## config.mk

```make
export PLATFORM = sky130hd
export DESIGN_NAME = fractal_z_weight_address_gen_unit
export DESIGN_NICKNAME = d
export VERILOG_FILES = /design/src/sv/fzw_pkg.sv /design/src/sv/fzw_walker.sv /design/src/sv/fzw_addr_pipe.sv /design/src/sv/fractal_z_weight_address_gen_unit.sv
export SDC_FILE = /design/constraint.sdc
export NUM_CORES = 2
export LEC_CHECK = 0
export ABC_AREA = 1
export BUFFER_PORTS_ARGS = -buffer_cell sky130_fd_sc_hd__buf_2
export CAP_MARGIN = 40
export CORE_MARGIN = 10
export CORE_UTILIZATION = 60
export DETAILED_ROUTE_END_ITERATION = 7
export PLACE_DENSITY = 0.87
export SLEW_MARGIN = 5
export SYNTH_ARGS = -nofsm -noshare
export SYNTH_HDL_FRONTEND = slang
export SYNTH_SLANG_ARGS = --single-unit
```

## constraint.sdc

```tcl
create_clock -name clk -period 11.5 [get_ports clk]
set_input_delay 1.15 -clock clk [delete_from_list [all_inputs] [get_ports clk]]
set_output_delay 1.15 -clock clk [all_outputs]
set_load 0.01 [all_outputs]
```

## src/sv/fzw_pkg.sv

```systemverilog
`timescale 1ns / 1ps

package fzw_pkg;

    // kernel count is padded up to a multiple of this
    localparam int NI_SIZE = 16;
    localparam int NI_BITS = $clog2(NI_SIZE);

    localparam int DIM_W      = 13;
    localparam int HW_W       = 8;
    localparam int C0_W       = 6;
    localparam int BLK_W      = 12;
    localparam int KERN_W     = 13;
    localparam int LANE_W     = 6;
    localparam int CI_W       = 19;
    localparam int DST_W      = 42;
    localparam int SRC_W      = 40;
    localparam int CFG_IDX_W  = 3;
    localparam int CFG_DATA_W = 13;

    localparam logic [DIM_W-1:0] DIM_MAX = DIM_W'(4096);
    localparam logic [DIM_W-1:0] RST_DIM = DIM_W'(1);
    localparam logic [HW_W-1:0]  RST_HW  = HW_W'(1);
    localparam logic [C0_W-1:0]  RST_C0  = C0_W'(16);

    localparam logic [CFG_IDX_W-1:0] CFG_DIM_N   = CFG_IDX_W'(0);
    localparam logic [CFG_IDX_W-1:0] CFG_DIM_C   = CFG_IDX_W'(1);
    localparam logic [CFG_IDX_W-1:0] CFG_DIM_H   = CFG_IDX_W'(2);
    localparam logic [CFG_IDX_W-1:0] CFG_DIM_W   = CFG_IDX_W'(3);
    localparam logic [CFG_IDX_W-1:0] CFG_CUBE_C0 = CFG_IDX_W'(4);
    localparam logic [CFG_IDX_W-1:0] CFG_LAYOUT  = CFG_IDX_W'(5);

    typedef enum logic [1:0] {
        LAYOUT_NCHW = 2'd0,
        LAYOUT_HWCN = 2'd1,
        LAYOUT_NHWC = 2'd2
    } layout_t;

    // effective (already clamped) configuration
    typedef struct packed {
        logic [DIM_W-1:0] n;
        logic [DIM_W-1:0] c;
        logic [HW_W-1:0]  h;
        logic [HW_W-1:0]  w;
        logic [C0_W-1:0]  c0;
        layout_t          layout;
    } cfg_t;

    // one destination element as produced by the counter walk
    typedef struct packed {
        logic [DST_W-1:0]  dst;
        logic [CI_W-1:0]   ci;
        logic [KERN_W-1:0] kernel;
        logic [HW_W-1:0]   row;
        logic [HW_W-1:0]   col;
        logic              pad;
        logic              last;
    } elem_t;

    function automatic logic [DIM_W-1:0] clamp_nc(input logic [DIM_W-1:0] v);
        logic [DIM_W-1:0] r;
        if (v == '0)
            r = RST_DIM;
        else if (v > DIM_MAX)
            r = DIM_MAX;
        else
            r = v;
        return r;
    endfunction

    function automatic logic [HW_W-1:0] clamp_hw(input logic [HW_W-1:0] v);
        return (v == '0) ? RST_HW : v;
    endfunction

    function automatic logic [C0_W-1:0] clamp_c0(input logic [C0_W-1:0] v);
        return (v == '0) ? C0_W'(1) : v;
    endfunction

    // reserved code falls back to nchw
    function automatic layout_t to_layout(input logic [1:0] v);
        layout_t r;
        case (layout_t'(v))
            LAYOUT_HWCN: r = LAYOUT_HWCN;
            LAYOUT_NHWC: r = LAYOUT_NHWC;
            default:     r = LAYOUT_NCHW;
        endcase
        return r;
    endfunction

endpackage

```

## src/sv/fzw_walker.sv

```systemverilog
`timescale 1ns / 1ps

module fzw_walker (
    input  logic           clk,
    input  logic           rst_n,
    input  fzw_pkg::cfg_t  cfg,
    input  logic           accept,
    input  logic           restart,
    output fzw_pkg::elem_t elem
);
    import fzw_pkg::*;

    logic [BLK_W-1:0]  blk_reg, blk_next, blk_cur;
    logic [HW_W-1:0]   row_reg, row_next, row_cur;
    logic [HW_W-1:0]   col_reg, col_next, col_cur;
    logic [KERN_W-1:0] kern_reg, kern_next, kern_cur;
    logic [LANE_W-1:0] lane_reg, lane_next, lane_cur;
    logic [DST_W-1:0]  pos_reg, pos_next, pos_cur;

    logic [BLK_W+C0_W-1:0] blk_prod;
    logic [CI_W-1:0]       ci;
    logic [CI_W-1:0]       blk_top;
    logic [DIM_W:0]        n_round;
    logic [DIM_W:0]        n1n0;
    logic                  pad;
    logic                  end_lane, end_kernel, end_col, end_row, end_block, last;

    always_comb
    begin
        blk_cur  = restart ? '0 : blk_reg;
        row_cur  = restart ? '0 : row_reg;
        col_cur  = restart ? '0 : col_reg;
        kern_cur = restart ? '0 : kern_reg;
        lane_cur = restart ? '0 : lane_reg;
        pos_cur  = restart ? '0 : pos_reg;

        blk_prod = blk_cur * cfg.c0;
        ci       = CI_W'(blk_prod) + CI_W'(lane_cur);
        // block ends when its channel range reaches c, i.e. ceil(c / c0) without a divider
        blk_top  = CI_W'(blk_prod) + CI_W'(cfg.c0);

        n_round  = (DIM_W+1)'(cfg.n) + (DIM_W+1)'(NI_SIZE - 1);
        n1n0     = {n_round[DIM_W:NI_BITS], NI_BITS'(0)};

        pad        = (ci >= CI_W'(cfg.c)) || (kern_cur >= cfg.n);
        end_lane   = ((LANE_W+1)'(lane_cur) + 1'b1) >= (LANE_W+1)'(cfg.c0);
        end_kernel = ((KERN_W+1)'(kern_cur) + 1'b1) >= n1n0;
        end_col    = ((HW_W+1)'(col_cur) + 1'b1) >= (HW_W+1)'(cfg.w);
        end_row    = ((HW_W+1)'(row_cur) + 1'b1) >= (HW_W+1)'(cfg.h);
        end_block  = blk_top >= CI_W'(cfg.c);
        last       = end_lane && end_kernel && end_col && end_row && end_block;

        elem.dst    = pos_cur;
        elem.ci     = ci;
        elem.kernel = kern_cur;
        elem.row    = row_cur;
        elem.col    = col_cur;
        elem.pad    = pad;
        elem.last   = last;
    end

    always_comb
    begin
        blk_next  = blk_reg;
        row_next  = row_reg;
        col_next  = col_reg;
        kern_next = kern_reg;
        lane_next = lane_reg;
        pos_next  = pos_reg;
        if (accept)
        begin
            if (last)
            begin
                blk_next  = '0;
                row_next  = '0;
                col_next  = '0;
                kern_next = '0;
                lane_next = '0;
                pos_next  = '0;
            end
            else
            begin
                pos_next  = pos_cur + 1'b1;
                blk_next  = blk_cur;
                row_next  = row_cur;
                col_next  = col_cur;
                kern_next = kern_cur;
                lane_next = lane_cur + 1'b1;
                if (end_lane)
                begin
                    lane_next = '0;
                    kern_next = kern_cur + 1'b1;
                    if (end_kernel)
                    begin
                        kern_next = '0;
                        col_next  = col_cur + 1'b1;
                        if (end_col)
                        begin
                            col_next = '0;
                            row_next = row_cur + 1'b1;
                            if (end_row)
                            begin
                                row_next = '0;
                                blk_next = blk_cur + 1'b1;
                            end
                        end
                    end
                end
            end
        end
    end

    always_ff @(posedge clk or negedge rst_n)
    begin
        if (!rst_n)
        begin
            blk_reg  <= '0;
            row_reg  <= '0;
            col_reg  <= '0;
            kern_reg <= '0;
            lane_reg <= '0;
            pos_reg  <= '0;
        end
        else
        begin
            blk_reg  <= blk_next;
            row_reg  <= row_next;
            col_reg  <= col_next;
            kern_reg <= kern_next;
            lane_reg <= lane_next;
            pos_reg  <= pos_next;
        end
    end

endmodule

```

## src/sv/fzw_addr_pipe.sv

```systemverilog
`timescale 1ns / 1ps

module fzw_addr_pipe (
    input  logic                        clk,
    input  logic                        rst_n,
    input  fzw_pkg::cfg_t               cfg,
    input  logic                        in_valid,
    output logic                        in_ready,
    input  fzw_pkg::elem_t              elem,
    output logic                        out_valid,
    input  logic                        out_stall,
    output logic [fzw_pkg::DST_W-1:0]   dst_index,
    output logic [fzw_pkg::SRC_W-1:0]   src_index,
    output logic                        zero_fill,
    output logic                        last
);
    import fzw_pkg::*;

    typedef struct packed {
        elem_t            e;
        logic [SRC_W-1:0] acc;
    } stage_t;

    localparam int MUL_W = SRC_W + DIM_W;

    logic   v1_reg, v2_reg, v3_reg, out_valid_reg;
    elem_t  s1_reg;
    stage_t s2_reg, s2_next, s3_reg, s3_next;
    logic   rdy1, rdy2, rdy3, rdy_out;

    logic [DST_W-1:0] dst_reg;
    logic [SRC_W-1:0] src_reg, src_next;
    logic             pad_reg, last_reg;

    logic [KERN_W-1:0]        x0;
    logic [DIM_W-1:0]         m0, m1, m2;
    logic [CI_W-1:0]          a0, a1, a2;
    logic [KERN_W+DIM_W-1:0]  mul1;
    logic [MUL_W-1:0]         mul2, mul3;

    assign rdy_out  = !out_valid_reg || !out_stall;
    assign rdy3     = !v3_reg || rdy_out;
    assign rdy2     = !v2_reg || rdy3;
    assign rdy1     = !v1_reg || rdy2;
    assign in_ready = rdy1;

    // the source index is built horner style: ((x0*m0 + a0)*m1 + a1)*m2 + a2
    always_comb
    begin
        case (cfg.layout)
            LAYOUT_HWCN:
            begin
                x0 = KERN_W'(s1_reg.row);
                m0 = DIM_W'(cfg.w);
                a0 = CI_W'(s1_reg.col);
            end
            LAYOUT_NHWC:
            begin
                x0 = s1_reg.kernel;
                m0 = DIM_W'(cfg.h);
                a0 = CI_W'(s1_reg.row);
            end
            default:
            begin
                x0 = s1_reg.kernel;
                m0 = cfg.c;
                a0 = s1_reg.ci;
            end
        endcase
        mul1        = x0 * m0;
        s2_next.e   = s1_reg;
        s2_next.acc = SRC_W'(mul1) + SRC_W'(a0);
    end

    always_comb
    begin
        case (cfg.layout)
            LAYOUT_HWCN:
            begin
                m1 = cfg.c;
                a1 = s2_reg.e.ci;
            end
            LAYOUT_NHWC:
            begin
                m1 = DIM_W'(cfg.w);
                a1 = CI_W'(s2_reg.e.col);
            end
            default:
            begin
                m1 = DIM_W'(cfg.h);
                a1 = CI_W'(s2_reg.e.row);
            end
        endcase
        mul2        = s2_reg.acc * m1;
        s3_next.e   = s2_reg.e;
        s3_next.acc = mul2[SRC_W-1:0] + SRC_W'(a1);
    end

    always_comb
    begin
        case (cfg.layout)
            LAYOUT_HWCN:
            begin
                m2 = cfg.n;
                a2 = CI_W'(s3_reg.e.kernel);
            end
            LAYOUT_NHWC:
            begin
                m2 = cfg.c;
                a2 = s3_reg.e.ci;
            end
            default:
            begin
                m2 = DIM_W'(cfg.w);
                a2 = CI_W'(s3_reg.e.col);
            end
        endcase
        mul3     = s3_reg.acc * m2;
        src_next = s3_reg.e.pad ? '0 : (mul3[SRC_W-1:0] + SRC_W'(a2));
    end

    always_ff @(posedge clk or negedge rst_n)
    begin
        if (!rst_n)
        begin
            v1_reg        <= 1'b0;
            v2_reg        <= 1'b0;
            v3_reg        <= 1'b0;
            out_valid_reg <= 1'b0;
        end
        else
        begin
            if (rdy1)
                v1_reg <= in_valid;
            if (rdy2)
                v2_reg <= v1_reg;
            if (rdy3)
                v3_reg <= v2_reg;
            if (rdy_out)
                out_valid_reg <= v3_reg;
        end
    end

    always_ff @(posedge clk)
    begin
        if (rdy1)
            s1_reg <= elem;
        if (rdy2)
            s2_reg <= s2_next;
        if (rdy3)
            s3_reg <= s3_next;
        if (rdy_out)
        begin
            dst_reg  <= s3_reg.e.dst;
            src_reg  <= src_next;
            pad_reg  <= s3_reg.e.pad;
            last_reg <= s3_reg.e.last;
        end
    end

    assign out_valid = out_valid_reg;
    assign dst_index = dst_reg;
    assign src_index = src_reg;
    assign zero_fill = pad_reg;
    assign last      = last_reg;

endmodule

```

## src/sv/fractal_z_weight_address_gen_unit.sv

```systemverilog
`timescale 1ns / 1ps

// Fractal Z weight address generator: every accepted transaction yields one result
// for the next destination element in (C1, H, W, N1*N0, C0) order, with its source
// index for the configured NCHW, HWCN or NHWC layout, a pad flag and an end-of-pass
// flag; restart set begins again at element 0. One transaction is taken per clock
// cycle while in_stall is low: the counter walk updates in the accepting cycle and
// the element is held in an input register, then the source index is built by three
// multiply-add steps, the first two each ending in a stage register and the last
// feeding the output register. Configuration writes take effect on the next cycle
// and are meant to be made while the block is idle.
module fractal_z_weight_address_gen_unit (
    input  logic                              clk,
    input  logic                              rst_n,
    input  logic                              cfg_we,
    input  logic [fzw_pkg::CFG_IDX_W-1:0]     cfg_index,
    input  logic [fzw_pkg::CFG_DATA_W-1:0]    cfg_data,
    input  logic                              in_valid,
    output logic                              in_stall,
    input  logic                              restart,
    output logic                              out_valid,
    input  logic                              out_stall,
    output logic [fzw_pkg::DST_W-1:0]         dst_index,
    output logic [fzw_pkg::SRC_W-1:0]         src_index,
    output logic                              zero_fill,
    output logic                              last
);
    import fzw_pkg::*;

    cfg_t  cfg_reg, cfg_next;
    elem_t elem;
    logic  pipe_ready;
    logic  accept;

    // registers hold the effective values, clamped on write
    always_comb
    begin
        cfg_next = cfg_reg;
        if (cfg_we)
        begin
            case (cfg_index)
                CFG_DIM_N:   cfg_next.n      = clamp_nc(cfg_data);
                CFG_DIM_C:   cfg_next.c      = clamp_nc(cfg_data);
                CFG_DIM_H:   cfg_next.h      = clamp_hw(cfg_data[HW_W-1:0]);
                CFG_DIM_W:   cfg_next.w      = clamp_hw(cfg_data[HW_W-1:0]);
                CFG_CUBE_C0: cfg_next.c0     = clamp_c0(cfg_data[C0_W-1:0]);
                CFG_LAYOUT:  cfg_next.layout = to_layout(cfg_data[1:0]);
                default:     cfg_next        = cfg_reg;
            endcase
        end
    end

    always_ff @(posedge clk or negedge rst_n)
    begin
        if (!rst_n)
        begin
            cfg_reg.n      <= RST_DIM;
            cfg_reg.c      <= RST_DIM;
            cfg_reg.h      <= RST_HW;
            cfg_reg.w      <= RST_HW;
            cfg_reg.c0     <= RST_C0;
            cfg_reg.layout <= LAYOUT_NCHW;
        end
        else
        begin
            cfg_reg <= cfg_next;
        end
    end

    assign accept   = in_valid && pipe_ready;
    assign in_stall = !pipe_ready;

    fzw_walker u_walker (
        .clk     (clk),
        .rst_n   (rst_n),
        .cfg     (cfg_reg),
        .accept  (accept),
        .restart (restart),
        .elem    (elem)
    );

    fzw_addr_pipe u_addr_pipe (
        .clk       (clk),
        .rst_n     (rst_n),
        .cfg       (cfg_reg),
        .in_valid  (in_valid),
        .in_ready  (pipe_ready),
        .elem      (elem),
        .out_valid (out_valid),
        .out_stall (out_stall),
        .dst_index (dst_index),
        .src_index (src_index),
        .zero_fill (zero_fill),
        .last      (last)
    );

endmodule

```

==> results.txt <==
The first global-routing pass estimated 262000 um of wire. The clock tree synthesis step divided the H-tree into 2 levels. The floorplan has 114 rows. Cell type of the slowest stage on the worst timing path: sky130_fd_sc_hd__inv_1. The worst path needs 8.80 ns of the cycle, external delays included.

For the total of warnings raised by yosys, the log shows 0. The count of hold buffers inserted by post-cts repair was 0; the number of max-slew violations in the final report was 0. The critical path endpoint category was a flop. The register with the most flip-flops in the layout has 124 of them. The critical path is of the reg2reg type.

The run gives 0 as the overall overflow remaining after global route. The count of buffers from port buffering was 107; the net count of the finished layout was 7929. When the netlist entered floorplanning its net count stood at 7911.

Number of DRC violations after detailed-routing iteration 0: 5287. Of all flip-flops after synthesis, the portion carrying an async set or reset was 25.4%. The via count of the first global-routing pass was 48.7k. The logs give 0.67 ns for the clock network latency to the later pin of the worst-skew pair and 84 for the maximum number of pins on one net before global-route repair. Max-cap violations in this run came to 0. The logs give 108 for the number of top-level pins and 62 for the number of unique standard cell types used by synthesis.

Library cell appearing most often on the critical path: sky130_fd_sc_hd__fa_1. The length of the first detailed-routing pass in iterations is 7. Summing over every cut layer, the via total after detailed routing is 46.7k.

The leading cell type in the layout, fill and taps excluded was sky130_fd_sc_hd__nand2_1. The tools report the total of fill cells in the finished design as 7395. The sequential-to-total area share from yosys stat was 27.5%. Of the cells placed in the final design, the portion with a size suffix greater than 1 is 5.12%.

The tools report the library cell used as clock root buffer as sky130_fd_sc_hd__clkbuf_16. In this run the mean area of a mapped cell was 8.84 um^2. Of the post-synthesis cell area, the dominant cell type holds 28.2%. For the worst setup path, the data required time is 11.89 ns. The transition time of the tightest slew-check pin is 1.10 ns, and the final-layout setup total negative slack is 0 ns. The final layout contains routed wiring with a total length of 164000 um. The die covers 0.111 mm^2.

Setup repair after global routing left no endpoint under its margin. The flow ran to the end, and the final reports show no timing, DRC or antenna violations. The worst path uses 76.5% of the clock period.

The width of the die was 333 um; the total DRC errors in the routed layout was 0. On the worst path, the slowest cell contributes a delay of 0.78 ns. Across the routed clock network, the largest skew measured is 0.0554 ns.

Summing all multi-input logic gate instances after layout gives 0.0367 mm^2. The last weighted congestion value of the routability-driven placer is 1.00, and the die height is 333 um. Using the TritonRoute via totals, the vias-per-cell ratio works out to 5.84. The largest fanout on the critical path is 31, and the number of synthesized register bits is 562.

The logs give 60.6% for the initial core utilization and 129000 um for the detailed placement HPWL. The library cells used most frequently in the layout, excluding fill and tap cells, are sky130_fd_sc_hd__nand2_1 (1466), sky130_fd_sc_hd__inv_1 (1350), sky130_fd_sc_hd__fa_1 (830). The maximum achievable frequency was 0.114 GHz; the buffering stage count on the worst path with inverters included was 6. The synthesized design contains 419 enable-type register cells. The total count of hold-check failures in the final report was 0; the detail-routed net length per standard cell was 20.5 um.

No sink is reached through more buffers than the 3 on the longest clock path. The tools report the initial antenna violation count as 1. The run gives 60 as the total CTS buffers. For this run, the leading register cell type out of synthesis is sky130_fd_sc_hd__edfxtp_1. The logs give 6655 for the synthesized netlist cell count and 26.6% for the normalized max-slew margin. After clock tree synthesis, the repair step resized 0 gates. Clock-pin slew was measured on the worst setup and hold paths at 0.06 ns. Sorting the synthesized cells by area gives the leading types as sky130_fd_sc_hd__fa_1 (28%), sky130_fd_sc_hd__edfxtp_1 (21%), sky130_fd_sc_hd__nand2_1 (9.4%), sky130_fd_sc_hd__inv_1 (8.6%), sky130_fd_sc_hd__ha_1 (8.6%). Across the whole layout, storage elements account for 0.0162 mm^2. At the worst endpoint, the arrival time is 9.19 ns. The core region is 0.0970 mm^2. The tools report the number of setup buffers added after CTS as 0. For this design, the sink count on the clock tree is 562.

Once layout is complete, the utilization of the core stands at 64.7%. The run gives 0 as the post-detailed-route count of antenna-violating nets. Global routing used 29.6% of the available tracks.

Setup violations remaining at the end of the flow were counted as 0. The area growth from synthesis to layout is 6.68%. TritonCTS built the clock tree. The synthesized design spends more area on one cell type than any other, namely sky130_fd_sc_hd__fa_1. The worst setup path is launched from a flop. In this design, the largest share of critical-path delay is due to adder cells. The run gives 0.0588 mm^2 as the area of the mapped netlist. The class of the most critical hold timing path was reg2reg.
## metrics by stage
step,hold WS [ns],instance area [um^2],setup slack (ns),instances
final,0.415,62800,2.70,8003
after floorplan,0.400,58800,0.598,6655
after detailed placement,0.405,60600,3.10,7886
after global routing,0.402,62700,2.43,8001
after CTS,0.416,62700,3.08,8000
after global placement,0.401,60400,3.04,7873
## cell type report
type | count | share of cell area, %
well taps | 1276 | 2.54
multi-input cells | 4513 | 58.4
clock inverters | 37 | 0.740
flip-flops and latches | 562 | 25.8
clock buffers | 77 | 2.58
repair buffers | 152 | 1.66
diodes | 2 | 0.00798
inverters | 1384 | 8.29
## logic make-up after synthesis
family	synth area share, %
AO/OA/AOI/OAI	5.60
XOR/XNOR	2.44
adder cells (fa/ha/maj)	36.8
buffers and inverters	10.2
flip-flops	27.5
multiplexers	0.0170
AND/OR/NAND/NOR	17.4
## cell usage after synthesis (all sizes together) (50+ instances only)
cell type,instances
nand2,1486
ha,404
inv,1371
dfrtp,138
nor3,50
a21oi,208
nand3,148
clkbuf,120
buf,76
o21ai,202
edfxtp,419
xor2,118
fa,830
nor2,789
## path summary, 6_finish.rpt
check                                        from                         to  slack [ns]  depth (start not counted)
max in group asynchronous                   rst_n                cfg_reg[30]        9.61                          2
max reg2reg                            cfg_reg[1]  u_addr_pipe.src_index[36]        2.70                         26
max                                    cfg_reg[1]  u_addr_pipe.src_index[36]        2.70                         26
min reg2reg                u_addr_pipe.s1_reg[79]    u_addr_pipe.s2_reg[119]        0.41                          0
min                        u_addr_pipe.s1_reg[79]    u_addr_pipe.s2_reg[119]        0.41                          0
min in group asynchronous                   rst_n        u_walker.blk_reg[8]        0.55                          1
## metal layers
| metal | global-route usage [%] | routed length (um) | share of wire, % | vias up |
|---|---|---|---|---|
| li1 | - | - | - | 20459 |
| met1 | 36.2 | 58800 | 36 | 22620 |
| met2 | 48.5 | 76800 | 47 | 2985 |
| met3 | 6.63 | 17900 | 11 | 646 |
| met4 | 16.5 | 10700 | 6.5 | 0 |
| met5 | 0 | 0 | 0 | - |
Power is left out: the tool's default activity adds up to more than one toggle a clock period on the data nets, which glitch-free logic cannot reach.
